--- config.mk ---
export PLATFORM = sky130hd
export DESIGN_NAME = plcd_lane
export DESIGN_NICKNAME = d
export VERILOG_FILES = /design/src/rtl/plcd_pkg.sv /design/src/rtl/plcd_cell.sv /design/src/rtl/plcd_lane.sv
export SDC_FILE = /design/constraint.sdc
export NUM_CORES = 2
export LEC_CHECK = 0
export BUFFER_PORTS_ARGS = -buffer_cell sky130_fd_sc_hd__buf_4
export CORE_MARGIN = 1.5
export CORE_UTILIZATION = 50
export DETAILED_ROUTE_END_ITERATION = 10
export HOLD_SLACK_MARGIN = 0.15
export PLACE_DENSITY = 0.65
export RECOVER_POWER = 50
export SLEW_MARGIN = 20
export SYNTH_ARGS = -nofsm -noshare
export SYNTH_HDL_FRONTEND = slang
export SYNTH_SLANG_ARGS = --single-unit
--- constraint.sdc ---
create_clock -name clock -period 9.1 [get_ports clock]
set_input_delay 0.91 -clock clock [delete_from_list [all_inputs] [get_ports clock]]
set_output_delay 0.91 -clock clock [all_outputs]
set_load 0.02 [all_outputs]
--- src/rtl/plcd_pkg.sv ---
// shared types, codes and helper functions of the pointer-look camera block
package plcd_pkg;

   typedef enum logic [1:0] {
      OP_MOVE  = 2'd0,
      OP_WHEEL = 2'd1,
      OP_LOAD  = 2'd2
   } op_type;

   typedef enum logic [2:0] {
      REG_SENSITIVITY = 3'd0,
      REG_PITCH_LIMIT = 3'd1,
      REG_FOV_MIN     = 3'd2,
      REG_FOV_MAX     = 3'd3,
      REG_ZOOM_STEP   = 3'd4
   } reg_index_type;

   typedef enum logic [2:0] {
      ST_IDLE,
      ST_MUL,
      ST_UPD,
      ST_ROT,
      ST_CONV,
      ST_PROD,
      ST_OUT
   } state_type;

   // cordic vector, x and y in q2.30, z in 2^32 units per turn
   typedef struct packed {
      logic signed [31:0] x;
      logic signed [31:0] y;
      logic signed [31:0] z;
   } rot_type;

   localparam logic [15:0] SENS_RESET  = 16'd4660;
   localparam logic [13:0] LIMIT_RESET = 14'd16201;
   localparam logic [13:0] FMIN_RESET  = 14'd256;
   localparam logic [13:0] FMAX_RESET  = 14'd11520;
   localparam logic [11:0] ZOOM_RESET  = 12'd512;
   localparam logic [13:0] FOV_RESET   = 14'd11520;
   localparam logic signed [31:0] CORDIC_X0 = 32'sd652032874;

   function automatic logic [31:0] atan_unit(input int idx);
      logic [31:0] r;
      case (idx)
         0:  r = 32'h20000000;
         1:  r = 32'h12E4051E;
         2:  r = 32'h09FB385B;
         3:  r = 32'h051111D4;
         4:  r = 32'h028B0D43;
         5:  r = 32'h0145D7E1;
         6:  r = 32'h00A2F61E;
         7:  r = 32'h00517C55;
         8:  r = 32'h0028BE53;
         9:  r = 32'h00145F2F;
         10: r = 32'h000A2F98;
         11: r = 32'h000517CC;
         12: r = 32'h00028BE6;
         13: r = 32'h000145F3;
         14: r = 32'h0000A2FA;
         15: r = 32'h0000517D;
         16: r = 32'h000028BE;
         17: r = 32'h0000145F;
         18: r = 32'h00000A30;
         19: r = 32'h00000518;
         20: r = 32'h0000028C;
         21: r = 32'h00000146;
         22: r = 32'h000000A3;
         23: r = 32'h00000051;
         default: r = 32'h0;
      endcase
      return r;
   endfunction

   // round q2.30 (or doubled q2.30 product) to q1.15 and clamp
   function automatic logic signed [15:0] to_q15(input logic signed [33:0] v);
      logic signed [33:0] t;
      logic signed [15:0] r;
      t = (v + 34'sd16384) >>> 15;
      if (t > 34'sd32767) r = 16'sd32767;
      else if (t < -34'sd32767) r = -16'sd32767;
      else r = t[15:0];
      return r;
   endfunction

endpackage

--- src/rtl/plcd_cell.sv ---
// one cordic rotation cell with its output register
module plcd_cell #(
   parameter int STEP = 0
) (
   input  logic              clock,
   input  plcd_pkg::rot_type rot_in,
   output plcd_pkg::rot_type rot_ff
);

   localparam logic signed [31:0] AtanC = signed'(plcd_pkg::atan_unit(STEP));

   plcd_pkg::rot_type rot_in_next;
   logic signed [31:0] dx;
   logic signed [31:0] dy;

   always_comb begin
      dx = rot_in.y >>> STEP;
      dy = rot_in.x >>> STEP;
      if (!rot_in.z[31]) begin
         rot_in_next.x = rot_in.x - dx;
         rot_in_next.y = rot_in.y + dy;
         rot_in_next.z = rot_in.z - AtanC;
      end else begin
         rot_in_next.x = rot_in.x + dx;
         rot_in_next.y = rot_in.y - dy;
         rot_in_next.z = rot_in.z + AtanC;
      end
   end

   always_ff @(posedge clock) begin
      rot_ff <= rot_in_next;
   end

endmodule

--- src/rtl/plcd_lane.sv ---
// row of cordic cells turning one binary angle into q1.15 cosine and sine
module plcd_lane #(
   parameter int STEPS = 16
) (
   input  logic               clock,
   input  logic        [15:0] angle,
   output logic signed [15:0] cos_q,
   output logic signed [15:0] sin_q
);

   plcd_pkg::rot_type stage [0:STEPS];
   plcd_pkg::rot_type seed;
   logic signed [16:0] a_ext;
   logic signed [16:0] a_fold;
   logic               flip;
   logic signed [33:0] vx;
   logic signed [33:0] vy;

   // fold angles beyond a quarter turn into range, negate at the end
   always_comb begin
      a_ext = {angle[15], angle};
      flip  = 1'b0;
      a_fold = a_ext;
      if (a_ext > 17'sd16384) begin
         a_fold = a_ext - 17'sd32768;
         flip   = 1'b1;
      end else if (a_ext < -17'sd16384) begin
         a_fold = a_ext + 17'sd32768;
         flip   = 1'b1;
      end
      seed.x = plcd_pkg::CORDIC_X0;
      seed.y = 32'sd0;
      seed.z = {a_fold[15:0], 16'h0000};
   end

   assign stage[0] = seed;

   for (genvar i = 0; i < STEPS; i++) begin : g_cell
      plcd_cell #(.STEP(i)) u_cell (
         .clock  (clock),
         .rot_in (stage[i]),
         .rot_ff (stage[i+1])
      );
   end

   always_comb begin
      vx = {{2{stage[STEPS].x[31]}}, stage[STEPS].x};
      vy = {{2{stage[STEPS].y[31]}}, stage[STEPS].y};
      if (flip) begin
         vx = -vx;
         vy = -vy;
      end
      cos_q = plcd_pkg::to_q15(vx);
      sin_q = plcd_pkg::to_q15(vy);
   end

endmodule

* Word level (Yosys, flattened, before mapping)
Index checks and enable logic that the tools add are counted.
** Operators by class
- Magnitude comparators :: 6
- Mux-type cells :: 26
- Add/sub/neg operators :: 98
** Operators with widths (number)
- $mux 96 :: 15
- $add 32x30->32 :: 3
- $mux 16 :: 6
- $sub 32x30->32 :: 3
- $add 34x16->34 const B :: 2
- $mux 34 :: 2
- $neg 32->34 :: 2
- $add 32x17->32 :: 2
- $add 32x18->32 :: 2
- $add 32x19->32 :: 2
- $add 32x20->32 :: 2
- $add 32x21->32 :: 2
- $add 32x22->32 :: 2
- $add 32x23->32 :: 2
- $add 32x24->32 :: 2
- $add 32x25->32 :: 2
- $add 32x26->32 :: 2
- $add 32x27->32 :: 2
- $add 32x28->32 :: 2
- $add 32x29->32 :: 2
- $mux 64 :: 1
- $sub 32x17->32 :: 2
- $sub 32x18->32 :: 2
- $sub 32x19->32 :: 2
- other kinds (51) :: 64
** Word-level totals
- Output and inout bits :: 32
- Flip-flop bits (word level) :: 1502
- Logic and storage cells :: 177
- Bits of input ports :: 17

* Depth between registers and ports, before layout
- Depth in word-level cells :: 8
- Gate-level depth with buffers :: 25
- Gate-level depth less buffers :: 25

* Hierarchy
Synthesis repeated with hierarchy kept, for this count alone.
** Second synthesis, totals
- Cells, all modules :: 15700
- Area, all modules :: 129146.4 µm²
** By module, submodules not included
- plcd_cell at g_cell[13].u_cell :: instances 1, cells an instance 1019, area each 8246.7 µm², sequential area each 1921.8 µm²
- plcd_cell at g_cell[12].u_cell :: instances 1, cells an instance 1013, area each 8219.1 µm², sequential area each 1921.8 µm²
- plcd_cell at g_cell[4].u_cell :: instances 1, cells an instance 1011, area each 8219.1 µm², sequential area each 1921.8 µm²
- plcd_cell at g_cell[7].u_cell :: instances 1, cells an instance 996, area each 8192.9 µm², sequential area each 1921.8 µm²
- plcd_cell at g_cell[3].u_cell :: instances 1, cells an instance 958, area each 8006.4 µm², sequential area each 1921.8 µm²
- plcd_cell at g_cell[8].u_cell :: instances 1, cells an instance 971, area each 7980.2 µm², sequential area each 1921.8 µm²
- plcd_cell at g_cell[6].u_cell :: instances 1, cells an instance 941, area each 7952.6 µm², sequential area each 1921.8 µm²
- plcd_cell at g_cell[15].u_cell :: instances 1, cells an instance 954, area each 7918.8 µm², sequential area each 1921.8 µm²
- plcd_cell at g_cell[5].u_cell :: instances 1, cells an instance 946, area each 7918.8 µm², sequential area each 1921.8 µm²
- plcd_cell at g_cell[9].u_cell :: instances 1, cells an instance 944, area each 7823.8 µm², sequential area each 1921.8 µm²
- plcd_cell at g_cell[1].u_cell :: instances 1, cells an instance 927, area each 7767.4 µm², sequential area each 1921.8 µm²
- plcd_cell at g_cell[2].u_cell :: instances 1, cells an instance 934, area each 7758.7 µm², sequential area each 1921.8 µm²
- plcd_cell at g_cell[10].u_cell :: instances 1, cells an instance 911, area each 7708.6 µm², sequential area each 1921.8 µm²
- plcd_cell at g_cell[14].u_cell :: instances 1, cells an instance 912, area each 7569.8 µm², sequential area each 1921.8 µm²
- 3 more rows

* Worst setup path after synthesis
Ideal clock, no wire load.
- Path kind :: input to output
- From :: input angle[13]
- To :: output sin_q[1]
- Setup slack :: 2.289 ns
- Cell stages on the path :: 21
- Buffers on the path :: 7
- Data required time :: 8.190 ns
- Arrival :: 5.901 ns
- Cell sequence :: or4_4 -> o41ai_2 -> buf_4 -> buf_2 -> buf_2 -> buf_1 -> clkbuf_8 -> nor2_1 -> xnor2_1 -> ha_1 -> buf_4 -> nand2_1 -> or3_1 -> o311a_2 -> or3_4 -> or3_1 -> and3_4 -> or2_4 -> and2b_1 -> buf_2 -> a21oi_1
** On the way
- Cells in the longest elaborated chain, start to end :: 8
- Elaborated cells between the ends (all ways) :: 10
- Classes of those cells :: 1 x add/sub; 4 x order compare; 5 x mux
** RTL lines
- start, declared :: RTL line plcd_lane.sv:6 : input logic [15:0] angle,
- $lt 16x15->1 :: RTL line plcd_lane.sv:27 : end else if (a_ext < -17'sd16384) begin
- $mux 1 :: RTL line plcd_lane.sv:27
- $mux 1 (*) :: RTL line plcd_lane.sv:24 : if (a_ext > 17'sd16384) begin
- $mux 34 (*) :: RTL line plcd_lane.sv:49 : if (flip) begin
- $add 34x16->34 (*) :: RTL line plcd_pkg.sv:79 : t = (v + 34'sd16384) >>> 15;
- $lt 19x16->1 :: RTL line plcd_pkg.sv:81 : else if (t < -34'sd32767) r = -16'sd32767;
- $mux 16 :: RTL line plcd_pkg.sv:81
- $mux 16 (*) :: RTL line plcd_pkg.sv:80 : if (t > 34'sd32767) r = 16'sd32767;
- end, declared :: RTL line plcd_lane.sv:8 : output logic signed [15:0] sin_q
Mark *: on every way between the ends. The rest lies on a longest branch, timed or not.

==> results.sh <==
export IMPL_post_dp_cell_area_um2=103000
export IMPL_muxShareOfSynthArea_pct=1.12
export IMPL_floorplan_io_pins=49
export IMPL_vias_per_cell=5.73
export IMPL_coreArea_um2=199000
export IMPL_hold_path_class="flip-flop to flip-flop"
export IMPL_status="finished, violations left"
export IMPL_finalClockSkew_ns=0.0306
export IMPL_maxSlewViolCount=920
export IMPL_r2r_worst_path_cells=15
export IMPL_cp_arrival_ns=8.44
export IMPL_synthAdderAreaFrac_pct=17.0
export IMPL_relSlewSlack_pct=-145
export IMPL_numCtsBuffers=155
export IMPL_start_util_pct=50.2
export IMPL_synth_compound_area_share_pct=21.5
export IMPL_antenna_found_initial=4
export IMPL_htreeDepth=4
export IMPL_area_growth_pct=9.00
export IMPL_post_cts_repair_setup_buffers=0
export IMPL_grt_max_degree=70
export IMPL_grt_ovfl_total=0
export IMPL_final_cell_mix="dfxtp_1, ha_1, a21oi_1"
export IMPL_grt_util_all_layers_pct=25.0
export IMPL_detail_route_wl_per_cell_um=17.8
export IMPL_fp_dieW_um=451
export IMPL_grt_pass1_vias=81400
export IMPL_setup_viol=0
export IMPL_met1_usage_pct=32.3
export IMPL_row_count=164
export IMPL_min_period_over_period_pct=84.7
export IMPL_crit_chain="clkbuf_1 -> mux2i_1 -> fa_1 -> a21o_1 -> a21o_1 -> a21oi_1 -> o31ai_1 -> o41ai_1 -> buf_4 -> o31ai_1 -> o41a_1 -> a2111oi_0 -> o21ai_0 -> a21oi_1 -> xnor2_1"
export IMPL_setup_tns_ns=0
export IMPL_hold_violations=0
export IMPL_cts_tree="yes"
export IMPL_hold_depth=0
export IMPL_clk_latency_ns=0.81
export IMPL_yosys_area_share_simple_pct=16.0
export IMPL_cpPeakStageDelay_ns=2.41
export IMPL_gp_congestion=0.947
export IMPL_drtIter0Drc=5190
export IMPL_cts_root_buffer="clkbuf_16"
export IMPL_fin_ws_ns=1.39
export IMPL_syn_area_per_cell_um2=8.45
export IMPL_top_usage_layer="met2"
export IMPL_reg_top3="g_cell.u_cell.rot_ff (1347)"
export IMPL_end_kind="flip-flop"
export IMPL_met3_usage_pct=2.78
export IMPL_nNetsFinal=13300
export IMPL_design_area_um2=109000
export IMPL_num_vias=84300
export IMPL_largest_register="g_cell.u_cell.rot_ff"
export IMPL_rsz0062_at_grt="false"
export IMPL_dr_pass1_iters=9
export IMPL_max_freq_mhz=130
export IMPL_crit_path_start_kind="flip-flop"
export IMPL_synth_ff_type="dfxtp_1"
export IMPL_worstMarginPinSlew_ns=3.67
export IMPL_cts_clk_slew_worst_paths_ns=0.06
export IMPL_mostFrequentLayoutCell="dfxtp_1"
export IMPL_drive_gt1_share_pct=4.22
export IMPL_die_h_um=451
export IMPL_period_needed_ns=7.71
export IMPL_postRouteWirelength_mm=261
export IMPL_use_met2_pct=43.3
export IMPL_hpwl_mm=210
export IMPL_crit_slowest_cell="clkbuf_1"
export IMPL_syn_nets=13200
export IMPL_yosysWarningCount=0
export IMPL_synth_cell_types=102
export IMPL_portBuffers=48
export IMPL_synth_cells=11900
export IMPL_reg2reg_setup_slack_ns=1.39
export IMPL_synth_xor_xnor_area_share_pct=14.8
export IMPL_place_ws_ns=1.98
export IMPL_yosys_register_bits=1347
export IMPL_async_reset_ff_share_pct=0
export IMPL_synth_edf_count=0
export IMPL_grt_pass1_wl_mm=422
export IMPL_die_area_um2=203000
export IMPL_ys_seq_area_share_pct=26.9
export IMPL_synth_top_family_by_area="compound AO/OA/AOI/OAI gates"
export IMPL_clk_path_buf_depth=3
export IMPL_cp_required_ns=9.83
export IMPL_critPathKind="flip-flop to flip-flop"
export IMPL_cp_max_fo=69
export IMPL_syn_area_um2=100000
export IMPL_drv_cap=19
export IMPL_violations="max-capacitance violations, max-slew violations"
export IMPL_cts_sink_count=1347
export IMPL_ant_nets=0
export IMPL_largest_reg_flops=1347
export IMPL_drc=0
==> layer usage <==
metal | share of wire (%) | wire length [um]
met2 | 47 | 122000
met4 | 3.2 | 8440
met1 | 46 | 120000
met3 | 3.9 | 10200
met5 | 0 | 0
==> cell type report <==
| cell class | count | area [um^2] |
|---|---|---|
| inverters | 495 | 1860 |
| flip-flops and latches | 1347 | 27000 |
| well taps | 2656 | 3320 |
| repair buffers | 99 | 686 |
| multi-input cells | 9840 | 70700 |
| fillers | 18400 | 90200 |
| clock inverters | 90 | 1420 |
| clock buffers | 190 | 4270 |
| diodes | 1 | 2.50 |
==> worst max-delay path, delay by kind of cell (launching register included) <==
| kind | cells | cell delay, ns |
|---|---|---|
| multiplexers | 1 | 0.58 |
| XOR/XNOR | 1 | 0.14 |
| adder cells (fa/ha/maj) | 1 | 0.63 |
| AO/OA/AOI/OAI | 10 | 3.15 |
| flip-flops | 1 | 0.37 |
| buffers and inverters | 2 | 2.65 |
==> per-stage QoR <==
| step | util [%] | std cells | hold slack [ns] |
|---|---|---|---|
| finish | 54.8 | 14700 | 0.325 |
| global route | 54.8 | 14700 | 0.322 |
| CTS | 54.8 | 14700 | 0.267 |
| detailed placement | 51.9 | 14400 | 0.313 |
| global placement | 51.9 | 14400 | 0.315 |
| floorplan | - | 11900 | 0.310 |
==> path summary, 6_finish.rpt <==
kind / end / start
worst max-delay path: g_cell[4].u_cell.rot_ff[62] / g_cell[3].u_cell.rot_ff[31]
worst min-delay path: g_cell[3].u_cell.rot_ff[1] / g_cell[2].u_cell.rot_ff[1]
worst max register to register: g_cell[4].u_cell.rot_ff[62] / g_cell[3].u_cell.rot_ff[31]
worst min register to register: g_cell[3].u_cell.rot_ff[1] / g_cell[2].u_cell.rot_ff[1]
==> logic make-up after synthesis <==
kind of cell | count (synthesis)
AO/OA/AOI/OAI | 3401
XOR/XNOR | 1694
adder cells (fa/ha/maj) | 1338
buffers and inverters | 665
flip-flops | 1347
multiplexers | 105
other | 1
AND/OR/NAND/NOR | 3301
==> what timing repair did <==
item                      4_1_cts  5_1_grt
hold buffers                   13        0
resized for setup               0        0
hold endpoints to repair       13        0
==> cells in the mapped netlist, drive strengths merged (93+ instances only) <==
master  instances  area, um^2
inv           494        1850
xnor2        1142       10000
xor2          552        4830
dfxtp        1347       27000
nand2b        172        1080
o21ai         573        2870
nor4           93         582
clkbuf        135         538
nor2         1167        4380
a31oi         102         638
nor2b         180        1130
o21bai        140        1050
and3          129         813
ha           1296       16200
nor3          371        1860
or3           104         659
a211oi        126         951
nand2         527        1980
nand3         194         976
a21o          429        3220
a21oi        1227        6160
o21a          236        1770
Power is left out: the tool's default activity adds up to more than one toggle a clock period on the data nets, which glitch-free logic cannot reach.
